==> config.mk <==
export PLATFORM = sky130hd
export DESIGN_NAME = frame_delta_smoother
export DESIGN_NICKNAME = d
export VERILOG_FILES = /design/src/fds_pkg.sv /design/src/frame_delta_smoother.sv /design/src/fds_divider.sv /design/src/fds_window_mem.sv
export SDC_FILE = /design/constraint.sdc
export NUM_CORES = 2
export LEC_CHECK = 0
export BUFFER_PORTS_ARGS = -buffer_cell sky130_fd_sc_hd__buf_2
export CAP_MARGIN = 30
export CORE_UTILIZATION = 40
export CTS_CLUSTER_DIAMETER = 120
export DETAILED_ROUTE_END_ITERATION = 10
export GPL_TIMING_DRIVEN = 1
export PLACE_DENSITY = 0.68
export SLEW_MARGIN = 20
export SYNTH_ARGS = -nofsm -noshare
export SYNTH_HDL_FRONTEND = slang
export SYNTH_SLANG_ARGS = --single-unit
==> constraint.sdc <==
create_clock -name clk -period 8.54 [get_ports clk]
set_input_delay 1.281 -clock clk [delete_from_list [all_inputs] [get_ports clk]]
set_output_delay 1.281 -clock clk [all_outputs]
set_load 0.02 [all_outputs]
==> src/fds_pkg.sv <==
// fds_pkg: shared constants and types for the frame delta smoother
// used by fds_divider, fds_window_mem and frame_delta_smoother
// no dependencies
package fds_pkg;

    // default window depth, handed to the top level as a parameter default
    localparam int DEFAULT_WINDOW_DEPTH = 16;

    // apb address width: two 32-bit registers at byte offsets 0 and 4
    localparam int APB_ADDR_W = 3;
    localparam int APB_DATA_W = 32;

    // register map, indexed by paddr[2]
    typedef enum logic [0:0] {
        REG_TIME_SCALE = 1'b0,
        REG_MAX_STEP   = 1'b1
    } reg_idx_t;

    // reset values: scale of 1.0 in q4.12, a third of a second in 2^-20 s
    localparam logic [15:0] TIME_SCALE_RESET = 16'd4096;
    localparam logic [31:0] MAX_STEP_RESET   = 32'd349525;

    // one second in 2^-20 s units
    localparam logic [31:0] ONE_SECOND = 32'h0010_0000;

    // scale product: 32 x 16 bits, q4.12 so drop 12 fraction bits
    localparam int SCALE_FRAC_W = 12;
    localparam int PRODUCT_W    = 48;

    // handshake status of the divider
    typedef struct packed {
        logic busy;
        logic done;
    } div_status_t;

endpackage : fds_pkg

==> src/frame_delta_smoother.sv <==
// frame_delta_smoother: frame delta smoother with step rejection, top level
// depends on fds_pkg, fds_window_mem and fds_divider
//
// usage
//   input channel: in_valid/in_ready carry one request per frame tick with
//   elapsed_raw in 2^-20 s units. output channel: out_valid/out_ready carry
//   one result per request (accepted, delta, smooth_delta, total_time,
//   smooth_total, frame_rate), held in an output register.
//   apb port: time_scale at 0x0 (q4.12), max_step at 0x4; pready always high.
// request flow
//   one request at a time; out_valid rises after the bit-serial divider
//   has formed the window mean, one bit a cycle, or after S_START and S_OUT
//   alone while the window is empty and nothing is divided; in_ready comes
//   back with out_valid, so a new request is taken only once the last result
//   stands in the output register.
//   the sample ring is read in S_MUL, written back in S_UPDATE, no forwarding
// reset and stall
//   rst_n clears all counters, sums and the fill count; the ring contents
//   are left as they are and only filled entries are ever used.
//   while out_ready is low the finished result is held and the next
//   request is still taken; its result waits in the last state until the
//   output register frees up.
module frame_delta_smoother
    import fds_pkg::*;
#(
    parameter int WINDOW_DEPTH = DEFAULT_WINDOW_DEPTH
)
(
    input  logic                  clk,
    input  logic                  rst_n,
    // apb configuration
    input  logic                  psel,
    input  logic                  penable,
    input  logic                  pwrite,
    input  logic [APB_ADDR_W-1:0] paddr,
    input  logic [APB_DATA_W-1:0] pwdata,
    output logic [APB_DATA_W-1:0] prdata,
    output logic                  pready,
    // request channel
    input  logic                  in_valid,
    output logic                  in_ready,
    input  logic [31:0]           elapsed_raw,
    // result channel
    output logic                  out_valid,
    input  logic                  out_ready,
    output logic                  accepted,
    output logic [31:0]           delta,
    output logic [31:0]           smooth_delta,
    output logic [47:0]           total_time,
    output logic [47:0]           smooth_total,
    output logic [15:0]           frame_rate
);

    localparam int PTR_W = (WINDOW_DEPTH > 1) ? $clog2(WINDOW_DEPTH) : 1;
    localparam int CNT_W = $clog2(WINDOW_DEPTH + 1);
    localparam int SUM_W = 32 + $clog2(WINDOW_DEPTH);

    // sequencer, one-hot
    typedef enum logic [6:0] {
        S_IDLE   = 7'b000_0001,
        S_MUL    = 7'b000_0010,
        S_CHECK  = 7'b000_0100,
        S_UPDATE = 7'b000_1000,
        S_START  = 7'b001_0000,
        S_DIV    = 7'b010_0000,
        S_OUT    = 7'b100_0000
    } state_t;

    state_t state_reg;
    state_t state_next;

    // configuration
    logic [15:0] time_scale_reg;
    logic [31:0] max_step_reg;
    logic        cfg_wr;

    // per-request working registers
    logic [31:0]          raw_reg;
    logic [PRODUCT_W-1:0] product_reg;
    logic [31:0]          scaled_reg;
    logic                 acc_reg;
    logic [31:0]          mean_reg;

    // block state
    logic [CNT_W-1:0] fill_count_reg;
    logic [PTR_W-1:0] write_pos_reg;
    logic [SUM_W-1:0] window_sum_reg;
    logic [31:0]      last_delta_reg;
    logic [47:0]      time_sum_reg;
    logic [47:0]      smooth_sum_reg;
    logic [15:0]      tick_count_reg;
    logic [31:0]      second_accum_reg;
    logic [15:0]      rate_latch_reg;

    // result register
    logic        out_valid_reg;
    logic        accepted_reg;
    logic [31:0] delta_reg;
    logic [31:0] smooth_delta_reg;
    logic [47:0] total_time_reg;
    logic [47:0] smooth_total_reg;
    logic [15:0] frame_rate_reg;

    // combinational helpers
    logic [31:0]      scaled;
    logic [31:0]      diff;
    logic             window_full;
    logic [SUM_W-1:0] window_sum_upd;
    logic [32:0]      sec_sum;
    logic [31:0]      sec_sat;
    logic [15:0]      tick_inc;
    logic             out_free;

    // memory and divider hookup
    logic        mem_wr_en;
    logic        mem_rd_en;
    logic [31:0] mem_rd_data;
    logic        div_start;
    logic [SUM_W-1:0] div_quotient;
    div_status_t div_stat;

    // ---------------------------------------------------------------
    // apb register file
    // ---------------------------------------------------------------
    assign cfg_wr = psel && penable && pwrite;
    assign pready = 1'b1;

    always_ff @(posedge clk or negedge rst_n)
    begin
        if (!rst_n)
        begin
            time_scale_reg <= TIME_SCALE_RESET;
            max_step_reg   <= MAX_STEP_RESET;
        end
        else if (cfg_wr)
        begin
            unique case (reg_idx_t'(paddr[2]))
                REG_TIME_SCALE: time_scale_reg <= pwdata[15:0];
                REG_MAX_STEP:   max_step_reg   <= pwdata;
            endcase
        end
    end

    always_comb
    begin
        unique case (reg_idx_t'(paddr[2]))
            REG_TIME_SCALE: prdata = {16'd0, time_scale_reg};
            REG_MAX_STEP:   prdata = max_step_reg;
        endcase
    end

    // ---------------------------------------------------------------
    // sequencer
    // ---------------------------------------------------------------
    assign in_ready = (state_reg == S_IDLE);
    assign out_free = !out_valid_reg || out_ready;

    always_comb
    begin
        state_next = state_reg;
        unique case (state_reg)
            S_IDLE:
            begin
                if (in_valid)
                begin
                    state_next = S_MUL;
                end
            end
            S_MUL:    state_next = S_CHECK;
            S_CHECK:  state_next = S_UPDATE;
            S_UPDATE: state_next = S_START;
            // empty window: mean is zero, no division
            S_START:  state_next = (fill_count_reg == '0) ? S_OUT : S_DIV;
            S_DIV:
            begin
                if (div_stat.done)
                begin
                    state_next = S_OUT;
                end
            end
            S_OUT:
            begin
                if (out_free)
                begin
                    state_next = S_IDLE;
                end
            end
            default: state_next = S_IDLE;
        endcase
    end

    always_ff @(posedge clk or negedge rst_n)
    begin
        if (!rst_n)
        begin
            state_reg <= S_IDLE;
        end
        else
        begin
            state_reg <= state_next;
        end
    end

    // ---------------------------------------------------------------
    // scale and step check
    // ---------------------------------------------------------------
    // drop the q4.12 fraction, saturate anything above 32 bits
    assign scaled = (|product_reg[PRODUCT_W-1:32+SCALE_FRAC_W]) ? '1
                  : product_reg[31+SCALE_FRAC_W:SCALE_FRAC_W];
    assign diff   = (scaled >= last_delta_reg) ? (scaled - last_delta_reg)
                  : (last_delta_reg - scaled);

    always_ff @(posedge clk)
    begin
        if (state_reg == S_IDLE && in_valid)
        begin
            raw_reg <= elapsed_raw;
        end
        if (state_reg == S_MUL)
        begin
            product_reg <= raw_reg * {16'd0, time_scale_reg};
        end
        if (state_reg == S_CHECK)
        begin
            scaled_reg <= scaled;
            acc_reg    <= (diff < max_step_reg);
        end
    end

    // ---------------------------------------------------------------
    // window ring: read the slot about to be overwritten, write it back
    // ---------------------------------------------------------------
    assign mem_rd_en = (state_reg == S_MUL);
    assign mem_wr_en = (state_reg == S_UPDATE) && acc_reg;

    fds_window_mem #(
        .WINDOW_DEPTH (WINDOW_DEPTH),
        .PTR_W        (PTR_W)
    ) u_window_mem (
        .clk     (clk),
        .wr_en   (mem_wr_en),
        .wr_addr (write_pos_reg),
        .wr_data (scaled_reg),
        .rd_en   (mem_rd_en),
        .rd_addr (write_pos_reg),
        .rd_data (mem_rd_data)
    );

    // full window: oldest sample leaves as the new one enters
    assign window_full    = (fill_count_reg == CNT_W'(WINDOW_DEPTH));
    assign window_sum_upd = window_sum_reg
                          - (window_full ? SUM_W'(mem_rd_data) : '0)
                          + SUM_W'(scaled_reg);

    // per-second frame counter
    assign sec_sum  = {1'b0, second_accum_reg} + {1'b0, scaled_reg};
    assign sec_sat  = sec_sum[32] ? '1 : sec_sum[31:0];
    assign tick_inc = (tick_count_reg != 16'hFFFF) ? (tick_count_reg + 16'd1)
                    : tick_count_reg;

    always_ff @(posedge clk or negedge rst_n)
    begin
        if (!rst_n)
        begin
            fill_count_reg   <= '0;
            write_pos_reg    <= '0;
            window_sum_reg   <= '0;
            last_delta_reg   <= '0;
            time_sum_reg     <= '0;
            smooth_sum_reg   <= '0;
            tick_count_reg   <= '0;
            second_accum_reg <= '0;
            rate_latch_reg   <= '0;
        end
        else
        begin
            if (state_reg == S_UPDATE)
            begin
                if (acc_reg)
                begin
                    if (!window_full)
                    begin
                        fill_count_reg <= fill_count_reg + 1'b1;
                    end
                    window_sum_reg <= window_sum_upd;
                    write_pos_reg  <= (write_pos_reg == PTR_W'(WINDOW_DEPTH - 1)) ? '0
                                    : write_pos_reg + 1'b1;
                    last_delta_reg <= scaled_reg;
                    time_sum_reg   <= time_sum_reg + {16'd0, scaled_reg};
                end
                // every tick counts, accepted or not
                if (sec_sat > ONE_SECOND)
                begin
                    rate_latch_reg   <= tick_inc;
                    tick_count_reg   <= '0;
                    second_accum_reg <= '0;
                end
                else
                begin
                    tick_count_reg   <= tick_inc;
                    second_accum_reg <= sec_sat;
                end
            end
            if (state_reg == S_DIV && div_stat.done && acc_reg)
            begin
                smooth_sum_reg <= smooth_sum_reg + {16'd0, div_quotient[31:0]};
            end
        end
    end

    // ---------------------------------------------------------------
    // window mean
    // ---------------------------------------------------------------
    assign div_start = (state_reg == S_START) && (fill_count_reg != '0);

    fds_divider #(
        .DIVIDEND_W (SUM_W),
        .DIVISOR_W  (CNT_W)
    ) u_divider (
        .clk      (clk),
        .rst_n    (rst_n),
        .start    (div_start),
        .dividend (window_sum_reg),
        .divisor  (fill_count_reg),
        .quotient (div_quotient),
        .status   (div_stat)
    );

    // mean never exceeds the largest sample, so 32 bits hold it
    always_ff @(posedge clk)
    begin
        if (state_reg == S_START)
        begin
            mean_reg <= '0;
        end
        else if (state_reg == S_DIV && div_stat.done)
        begin
            mean_reg <= div_quotient[31:0];
        end
    end

    // ---------------------------------------------------------------
    // result register
    // ---------------------------------------------------------------
    always_ff @(posedge clk or negedge rst_n)
    begin
        if (!rst_n)
        begin
            out_valid_reg <= 1'b0;
        end
        else if (state_reg == S_OUT && out_free)
        begin
            out_valid_reg <= 1'b1;
        end
        else if (out_ready)
        begin
            out_valid_reg <= 1'b0;
        end
    end

    always_ff @(posedge clk)
    begin
        if (state_reg == S_OUT && out_free)
        begin
            accepted_reg     <= acc_reg;
            delta_reg        <= last_delta_reg;
            smooth_delta_reg <= mean_reg;
            total_time_reg   <= time_sum_reg;
            smooth_total_reg <= smooth_sum_reg;
            frame_rate_reg   <= rate_latch_reg;
        end
    end

    assign out_valid    = out_valid_reg;
    assign accepted     = accepted_reg;
    assign delta        = delta_reg;
    assign smooth_delta = smooth_delta_reg;
    assign total_time   = total_time_reg;
    assign smooth_total = smooth_total_reg;
    assign frame_rate   = frame_rate_reg;

`ifndef SYNTHESIS
    // fill count never runs past the window
    a_fill_bound: assert property (@(posedge clk) disable iff (!rst_n)
        fill_count_reg <= CNT_W'(WINDOW_DEPTH))
        else $error("fill count beyond window depth");

    // divider only finishes while the sequencer waits for it
    a_div_done: assert property (@(posedge clk) disable iff (!rst_n)
        div_stat.done |-> (state_reg == S_DIV))
        else $error("divider done outside wait state");

    // a result only appears from the final state
    a_out_source: assert property (@(posedge clk) disable iff (!rst_n)
        $rose(out_valid_reg) |-> $past(state_reg == S_OUT))
        else $error("result raised outside output state");

    // a rejected sample leaves the window untouched
    a_reject_hold: assert property (@(posedge clk) disable iff (!rst_n)
        (state_reg == S_UPDATE && !acc_reg) |=>
            ($stable(fill_count_reg) && $stable(window_sum_reg)))
        else $error("rejected sample changed the window");
`endif

endmodule : frame_delta_smoother

==> src/fds_divider.sv <==
// fds_divider: restoring divider, one quotient bit per cycle
// computes the window mean; depends on fds_pkg
module fds_divider
    import fds_pkg::*;
#(
    parameter int DIVIDEND_W = 32 + $clog2(DEFAULT_WINDOW_DEPTH),
    parameter int DIVISOR_W  = $clog2(DEFAULT_WINDOW_DEPTH + 1)
)
(
    input  logic                  clk,
    input  logic                  rst_n,
    input  logic                  start,
    input  logic [DIVIDEND_W-1:0] dividend,
    input  logic [DIVISOR_W-1:0]  divisor,
    output logic [DIVIDEND_W-1:0] quotient,
    output div_status_t           status
);

    localparam int STEP_W = $clog2(DIVIDEND_W + 1);

    logic [DIVISOR_W-1:0]  rem_reg;
    logic [DIVIDEND_W-1:0] quo_reg;
    logic [DIVISOR_W-1:0]  divisor_reg;
    logic [STEP_W-1:0]     step_reg;
    logic                  busy_reg;
    logic                  done_reg;

    logic [DIVISOR_W:0]    rem_shift;
    logic [DIVISOR_W:0]    rem_diff;
    logic                  q_bit;

    always_comb
    begin
        rem_shift = {rem_reg, quo_reg[DIVIDEND_W-1]};
        rem_diff  = rem_shift - {1'b0, divisor_reg};
        q_bit     = (rem_shift >= {1'b0, divisor_reg});
    end

    always_ff @(posedge clk or negedge rst_n)
    begin
        if (!rst_n)
        begin
            busy_reg <= 1'b0;
            done_reg <= 1'b0;
            step_reg <= '0;
        end
        else
        begin
            done_reg <= 1'b0;
            if (start)
            begin
                busy_reg <= 1'b1;
                step_reg <= STEP_W'(DIVIDEND_W);
            end
            else if (busy_reg)
            begin
                step_reg <= step_reg - 1'b1;
                if (step_reg == STEP_W'(1))
                begin
                    busy_reg <= 1'b0;
                    done_reg <= 1'b1;
                end
            end
        end
    end

    // datapath, no reset needed
    always_ff @(posedge clk)
    begin
        if (start)
        begin
            rem_reg     <= '0;
            quo_reg     <= dividend;
            divisor_reg <= divisor;
        end
        else if (busy_reg)
        begin
            rem_reg <= q_bit ? rem_diff[DIVISOR_W-1:0] : rem_shift[DIVISOR_W-1:0];
            quo_reg <= {quo_reg[DIVIDEND_W-2:0], q_bit};
        end
    end

    assign quotient    = quo_reg;
    assign status.busy = busy_reg;
    assign status.done = done_reg;

endmodule : fds_divider

==> src/fds_window_mem.sv <==
// fds_window_mem: sample ring storage, one write and one read port
// read data registered; depends on fds_pkg
module fds_window_mem
    import fds_pkg::*;
#(
    parameter int WINDOW_DEPTH = DEFAULT_WINDOW_DEPTH,
    parameter int PTR_W        = (DEFAULT_WINDOW_DEPTH > 1) ? $clog2(DEFAULT_WINDOW_DEPTH) : 1
)
(
    input  logic             clk,
    input  logic             wr_en,
    input  logic [PTR_W-1:0] wr_addr,
    input  logic [31:0]      wr_data,
    input  logic             rd_en,
    input  logic [PTR_W-1:0] rd_addr,
    output logic [31:0]      rd_data
);

    logic [31:0] mem [WINDOW_DEPTH];
    logic [31:0] rd_data_reg;

    always_ff @(posedge clk)
    begin
        if (wr_en)
        begin
            mem[wr_addr] <= wr_data;
        end
    end

    always_ff @(posedge clk)
    begin
        if (rd_en)
        begin
            rd_data_reg <= mem[rd_addr];
        end
    end

    assign rd_data = rd_data_reg;

endmodule : fds_window_mem

Word level (Yosys, flattened, before mapping)
Memory sizes are Yosys's and may differ from the RTL's. A register that Yosys moved wholly into a read port is not among the register bits.
Cells that the tools add are included.
{ "word_totals": {"regBits": 669, "mem_bits_rw": 512, "input_bits": 74, "out_inout_bits": 212, "word_cells": 114, "memories": 1} }
{ "memory_table": {"columns": ["name", "depth", "width", "rd", "rd_ports_with_merged_regs", "wr", "line", "rtl"], "rows": [
  ["u_window_mem.mem", 16, 32, 1, 1, 1, "fds_window_mem.sv:19", "logic [31:0] mem [WINDOW_DEPTH];"]
]} }
{ "op_classes": {"n_addsub": 12, "n_mul": 1, "n_lt_le_gt_ge": 4, "eq_ne": 14, "mux": 29, "n_bitwise": 2, "n_reduce_logical": 21} }
{ "ops": {"columns": ["op", "n"], "rows": [
  ["$mux 32", 5],
  ["$add 48x32->48", 2],
  ["$mux 36", 2],
  ["$pmux 32 s2", 1],
  ["$sub 32x32->32", 2],
  ["$pmux 7 s7", 1],
  ["$mul 32x16->48", 1],
  ["$add 36x32->36", 1],
  ["$sub 36x32->36", 1],
  ["$add 32x32->33", 1],
  ["$ge 32x32->1", 1],
  ["$gt 32x21->1 const B", 1],
  ["$lt 32x32->1", 1],
  ["$mux 16", 2],
  ["$mux 7", 4],
  ["$add 16x1->16 const B", 1],
  ["$ne 16x16->1 const B", 1],
  ["$mux 6", 2],
  ["$mux 1", 10],
  ["$logic_and 1x1->1", 8],
  ["$reduce_and 2->1", 4],
  ["$eq 7x1->1 const B", 1],
  ["$eq 7x2->1 const B", 1],
  ["$eq 7x3->1 const B", 1],
  ["other kinds (24)", 28]
]} }

Longest topological paths before layout
{ "logic_depth": {"word_depth": 5, "mapped_depth": 28} }

By module
From an unflattened synthesis, not the netlist that was laid out.
{ "unflattened": {"hier_cells": 6054, "area_unflattened_um2": 71478.6} }
{ "modules_own_cells": {"columns": ["module", "instances", "cells_each", "area_per_inst_um2", "seq_area_each_um2"], "rows": [
  ["frame_delta_smoother", 1, 5037, 48809.3, 16335.7],
  ["fds_window_mem", 1, 838, 20156.8, 16335.7],
  ["fds_divider", 1, 179, 2512.4, 1531.5]
]} }

Worst setup path before layout
Ideal clock, no wire load.
{ "synth_path": {"kind": "in2reg", "start": "in out_ready", "end": "reg accepted_reg, in the netlist accepted, enable pin", "setup_ps": 736, "arrival_ps": 9189, "required_ps": 7804, "setup_slack_ps": -1385, "cell_stages": 2, "path_buffers": 0, "path_cell_list": "nand2b_1 > nor2b_1"} }
{ "synth_between": {"elab_chain_len": 2} }
{ "synth_rtl": {"columns": ["element", "line", "rtl"], "rows": [
  ["start: declaration", "frame_delta_smoother.sv:45", "input logic out_ready,"],
  ["$logic_or 1x1->1", "frame_delta_smoother.sv:156", "assign out_free = !out_valid_reg || out_ready;"],
  ["$logic_and 1x1->1", "frame_delta_smoother.sv:363", "if (state_reg == S_OUT && out_free)"],
  ["end signal: assignment", "frame_delta_smoother.sv:365", "accepted_reg <= acc_reg;"],
  ["end: declaration", "frame_delta_smoother.sv:97", "logic accepted_reg;"]
]} }
Every way passes these cells.
A chain may end at the register's enable or synchronous reset.

Final worst setup path
{ "layout_path": {"start": "reg time_scale_reg[5]", "end": "reg product_reg[46] (data pin)"} }
{ "layout_between": {"elab_chain_len": 1} }
{ "layout_rtl": {"columns": ["element", "line", "rtl"], "rows": [
  ["start: declaration", "frame_delta_smoother.sv:73", "logic [15:0] time_scale_reg;"],
  ["start signal: assignment", "frame_delta_smoother.sv:138", "REG_TIME_SCALE: time_scale_reg <= pwdata[15:0];"],
  ["$mul 32x16->48", "frame_delta_smoother.sv:221", "product_reg <= raw_reg * {16'd0, time_scale_reg};"],
  ["end signal: assignment", "frame_delta_smoother.sv:221", null],
  ["end: declaration", "frame_delta_smoother.sv:79", "logic [PRODUCT_W-1:0] product_reg;"]
]} }
Every way passes these cells.

==> impl_metrics.py <==
metrics = {
    "run": {
        "drv_cap": 0,
    },
    "timing": {
        "finalClockSkew_ns": 0.04608,
        "finalHoldViolations": 0,
        "fin_setup_tns_ns": 0,
        "tightest_slew_ns": 1.124,
        "fmaxAchievable_ghz": 0.1329,
        "rsz0062_at_grt": "no",
        "setup_ws_ns": 1.018,
        "finalCriticalPeriod_ns": 7.522,
        "slew_headroom": 0.2505,
        "fin_crit_sh": 0.8808,
        "setup_violations": 0,
        "maxSlewViolCount": 0,
    },
    "die": {
        "die_area_um2": 180700,
        "core_um2": 177100,
        "rows": 154,
        "ios": 286,
        "die_w_um": 425.1,
        "chipHeight_um": 425.1,
        "initial_core_util": 0.4044,
    },
    "clock_network": {
        "cts_post_setup_buffers_inserted": 0,
        "clk_latency_ns": 0.75,
        "cts_hold_buf": 0,
        "max-clock-path-buffers": 3,
        "numCtsBuffers": 117,
        "clock-sinks": 1201,
        "cts_root_buffer": "clkbuf_16",
        "tritoncts": "done",
        "htree_levels": 3,
        "cts.clk_slew.worst_paths_ns": 0.06,
        "cts_resized": 0,
    },
    "global_route": {
        "antenna_found_initial": 6,
        "grt_max_degree": 168,
        "grt_usage": 0.1975,
        "grt_pass1_wl_mm": 275.6,
        "overflow": 0,
        "grt_pass1_vias": 46790,
    },
    "synth": {
        "syn_inst": 5994,
        "seq_area_frac_synth": 0.4776,
        "ys_seq_elements": 1201,
        "synth-edff-count": 863,
        "synth_cell_types": 83,
        "yosysWarnings": 0,
        "syn_area_um2": 71620,
        "synthArstFlopShare": 0.2506,
        "avgSynthCellArea_um2": 11.95,
        "syn_nets": 6880,
        "synth_top_flop_cell": "edfxtp_1",
    },
    "detailed_routing": {
        "final_antenna_net_count": 0,
        "dr.first_iter.drc_count": 3792,
        "via_per_inst": 5.309,
        "wl_per_cell_um": 20.52,
        "dr.pass1.iters": 6,
        "routed_wl_mm": 178.6,
        "drc": 0,
        "vias": 46210,
    },
    "hold_path": {
        "hold_class": "reg2reg",
        "min_to": "smooth_delta[16]",
        "whs_path_depth": 0,
        "min-delay-start": "mean_reg[16]",
    },
    "worst_setup_path": {
        "timing.rr.end": "product_reg[46]",
        "reg2reg_depth": 23,
        "start_kind": "flop",
        "rrSetupSlack_ns": 1.02,
        "crit_chain": "and2_1 > fa_1 > inv_1 > fa_1 > fa_1 > inv_1 > fa_1 > fa_1 > inv_1 > fa_1 > inv_1 > ha_1 > a21o_1 > a21oi_1 > a21boi_0 > o21ai_0 > or4bb_1 > a31oi_1 > nor3_1 > o211ai_1 > nand2_1 > a31o_2 > xor2_1",
        "path_class": "reg2reg",
        "cp.arrival_ns": 8.00,
        "cpMostUsedCell": "fa_1",
        "end_kind": "flop",
        "cp_data_required_time_ns": 9.02,
        "slowest_stage": "dfrtp_1",
        "cp_slowest_stage_delay_ns": 0.97,
        "crit_fanout": 25,
        "reg2reg_from": "time_scale_reg[5]",
    },
    "final_layout": {
        "final_common_cell": "edfxtp_1",
        "largest_reg_flops": 512,
        "final_cell_mix": "edfxtp_1, inv_1, nand2_1",
        "final_cell_count_no_fill": 8704,
        "fin_nets": 7144,
        "drive_gt1_frac": 0.1404,
        "fin_util": 0.4522,
        "syn_to_final_growth_pct": 11.81,
        "top_register": "u_window_mem.mem",
    },
    "placement": {
        "gp_congestion": 0.9252,
        "dp_cells": 8472,
        "dp_worst_setup_slack_ns": 1.073,
        "io_buffers": 282,
        "dp_hpwl_mm": 126.0,
    },
    "outcome": {
        "outcome": "finished clean",
    },
}
[how the worst max path moves through the flow]
stage / startpoint / end / slack, ns / depth (start not counted)
after floorplan: time_scale_reg[7] / product_reg[46] / 1.96 / 24
after global placement: time_scale_reg[1] / product_reg[46] / 0.97 / 22
after detailed placement: time_scale_reg[5] / product_reg[46] / 1.07 / 23
after CTS: time_scale_reg[5] / product_reg[46] / 1.08 / 23
after global routing: time_scale_reg[7] / product_reg[46] / 0.71 / 22
final: time_scale_reg[5] / product_reg[46] / 1.02 / 23
[Yosys cell counts, types with 14 or more instances]
cell type,instances,area share
mux4_2,160,0.050
inv_1,763,0.040
buf_1,14,0.00073
o211ai_1,18,0.0019
a21o_1,110,0.012
mux2i_1,21,0.0029
nand3_1,64,0.0045
nor2b_1,37,0.0032
ha_1,357,0.062
or3_1,14,0.0012
mux2_2,75,0.012
and2_1,287,0.025
a21oi_1,259,0.018
o21ai_0,280,0.020
o31ai_2,15,0.0026
nor2_1,178,0.0093
nor4_1,20,0.0017
a211oi_1,21,0.0022
clkbuf_1,227,0.012
a21boi_0,17,0.0018
dfxtp_1,37,0.010
fa_1,455,0.13
nand2_1,688,0.036
nand2b_1,63,0.0055
a31oi_1,26,0.0023
nor3_1,56,0.0039
o21bai_1,37,0.0039
dfrtp_1,289,0.10
xor2_1,86,0.011
xnor2_1,132,0.016
edfxtp_1,863,0.36
o31ai_1,25,0.0026
o21a_1,25,0.0026
and3_1,40,0.0035
nand4_1,43,0.0038
[routing by layer]
layer,part of all wire,vias to the layer above,global-route usage,wire length (um)
met1,0.43,23210,0.2661,76260
li1,-,21140,-,-
met3,0.065,258,0.03208,11530
met4,0.028,0,0.05372,5026
met5,0,-,0,0
met2,0.48,1604,0.3298,85830
[stage by stage]
stage               instance area, um2  hold WS, ns
floorplan                        71620       0.4081
global placement                 75930       0.4157
detailed placement               76030       0.4171
CTS                              79940       0.4294
global route                     80070       0.4379
finish                           80080       0.4273
[worst max-delay path, delay by kind of cell, from the launching register on]
kind | cells | cell delay (ns)
compound gates | 7 | 1.62
fa+ha+maj | 7 | 3.23
buf+inv | 4 | 0.25
flops | 1 | 0.97
simple gates | 4 | 1.07
xor+xnor | 1 | 0.13
[cell type report]
class,instances,area [um2]
antenna,2,5.005
tap,2340,2928
sequential,1201,34210
inverter,763,2864
multi-input combinational,3784,33760
fill,15900,97000
clock buffer,159,3248
timing repair buffer,391,2402
clock inverter,64,659.4
[logic make-up (layout without fill, tap and decap cells)]
logic type / after synthesis / count (layout) / share of synthesized area
AOI/OAI and AO/OA: 945 / 945 / 0.08277
xor gates and xnor gates: 218 / 218 / 0.02666
adders and majority gates: 812 / 812 / 0.1896
buffers and inverters: 1009 / 1377 / 0.05321
DFF: 1201 / 1201 / 0.4776
muxes: 265 / 265 / 0.06646
other: 1 / 3 / 0.00005236
and+or+nand+nor: 1543 / 1543 / 0.1037
Power is left out: the tool's default activity adds up to more than one toggle a clock period on the data nets, which glitch-free logic cannot reach.
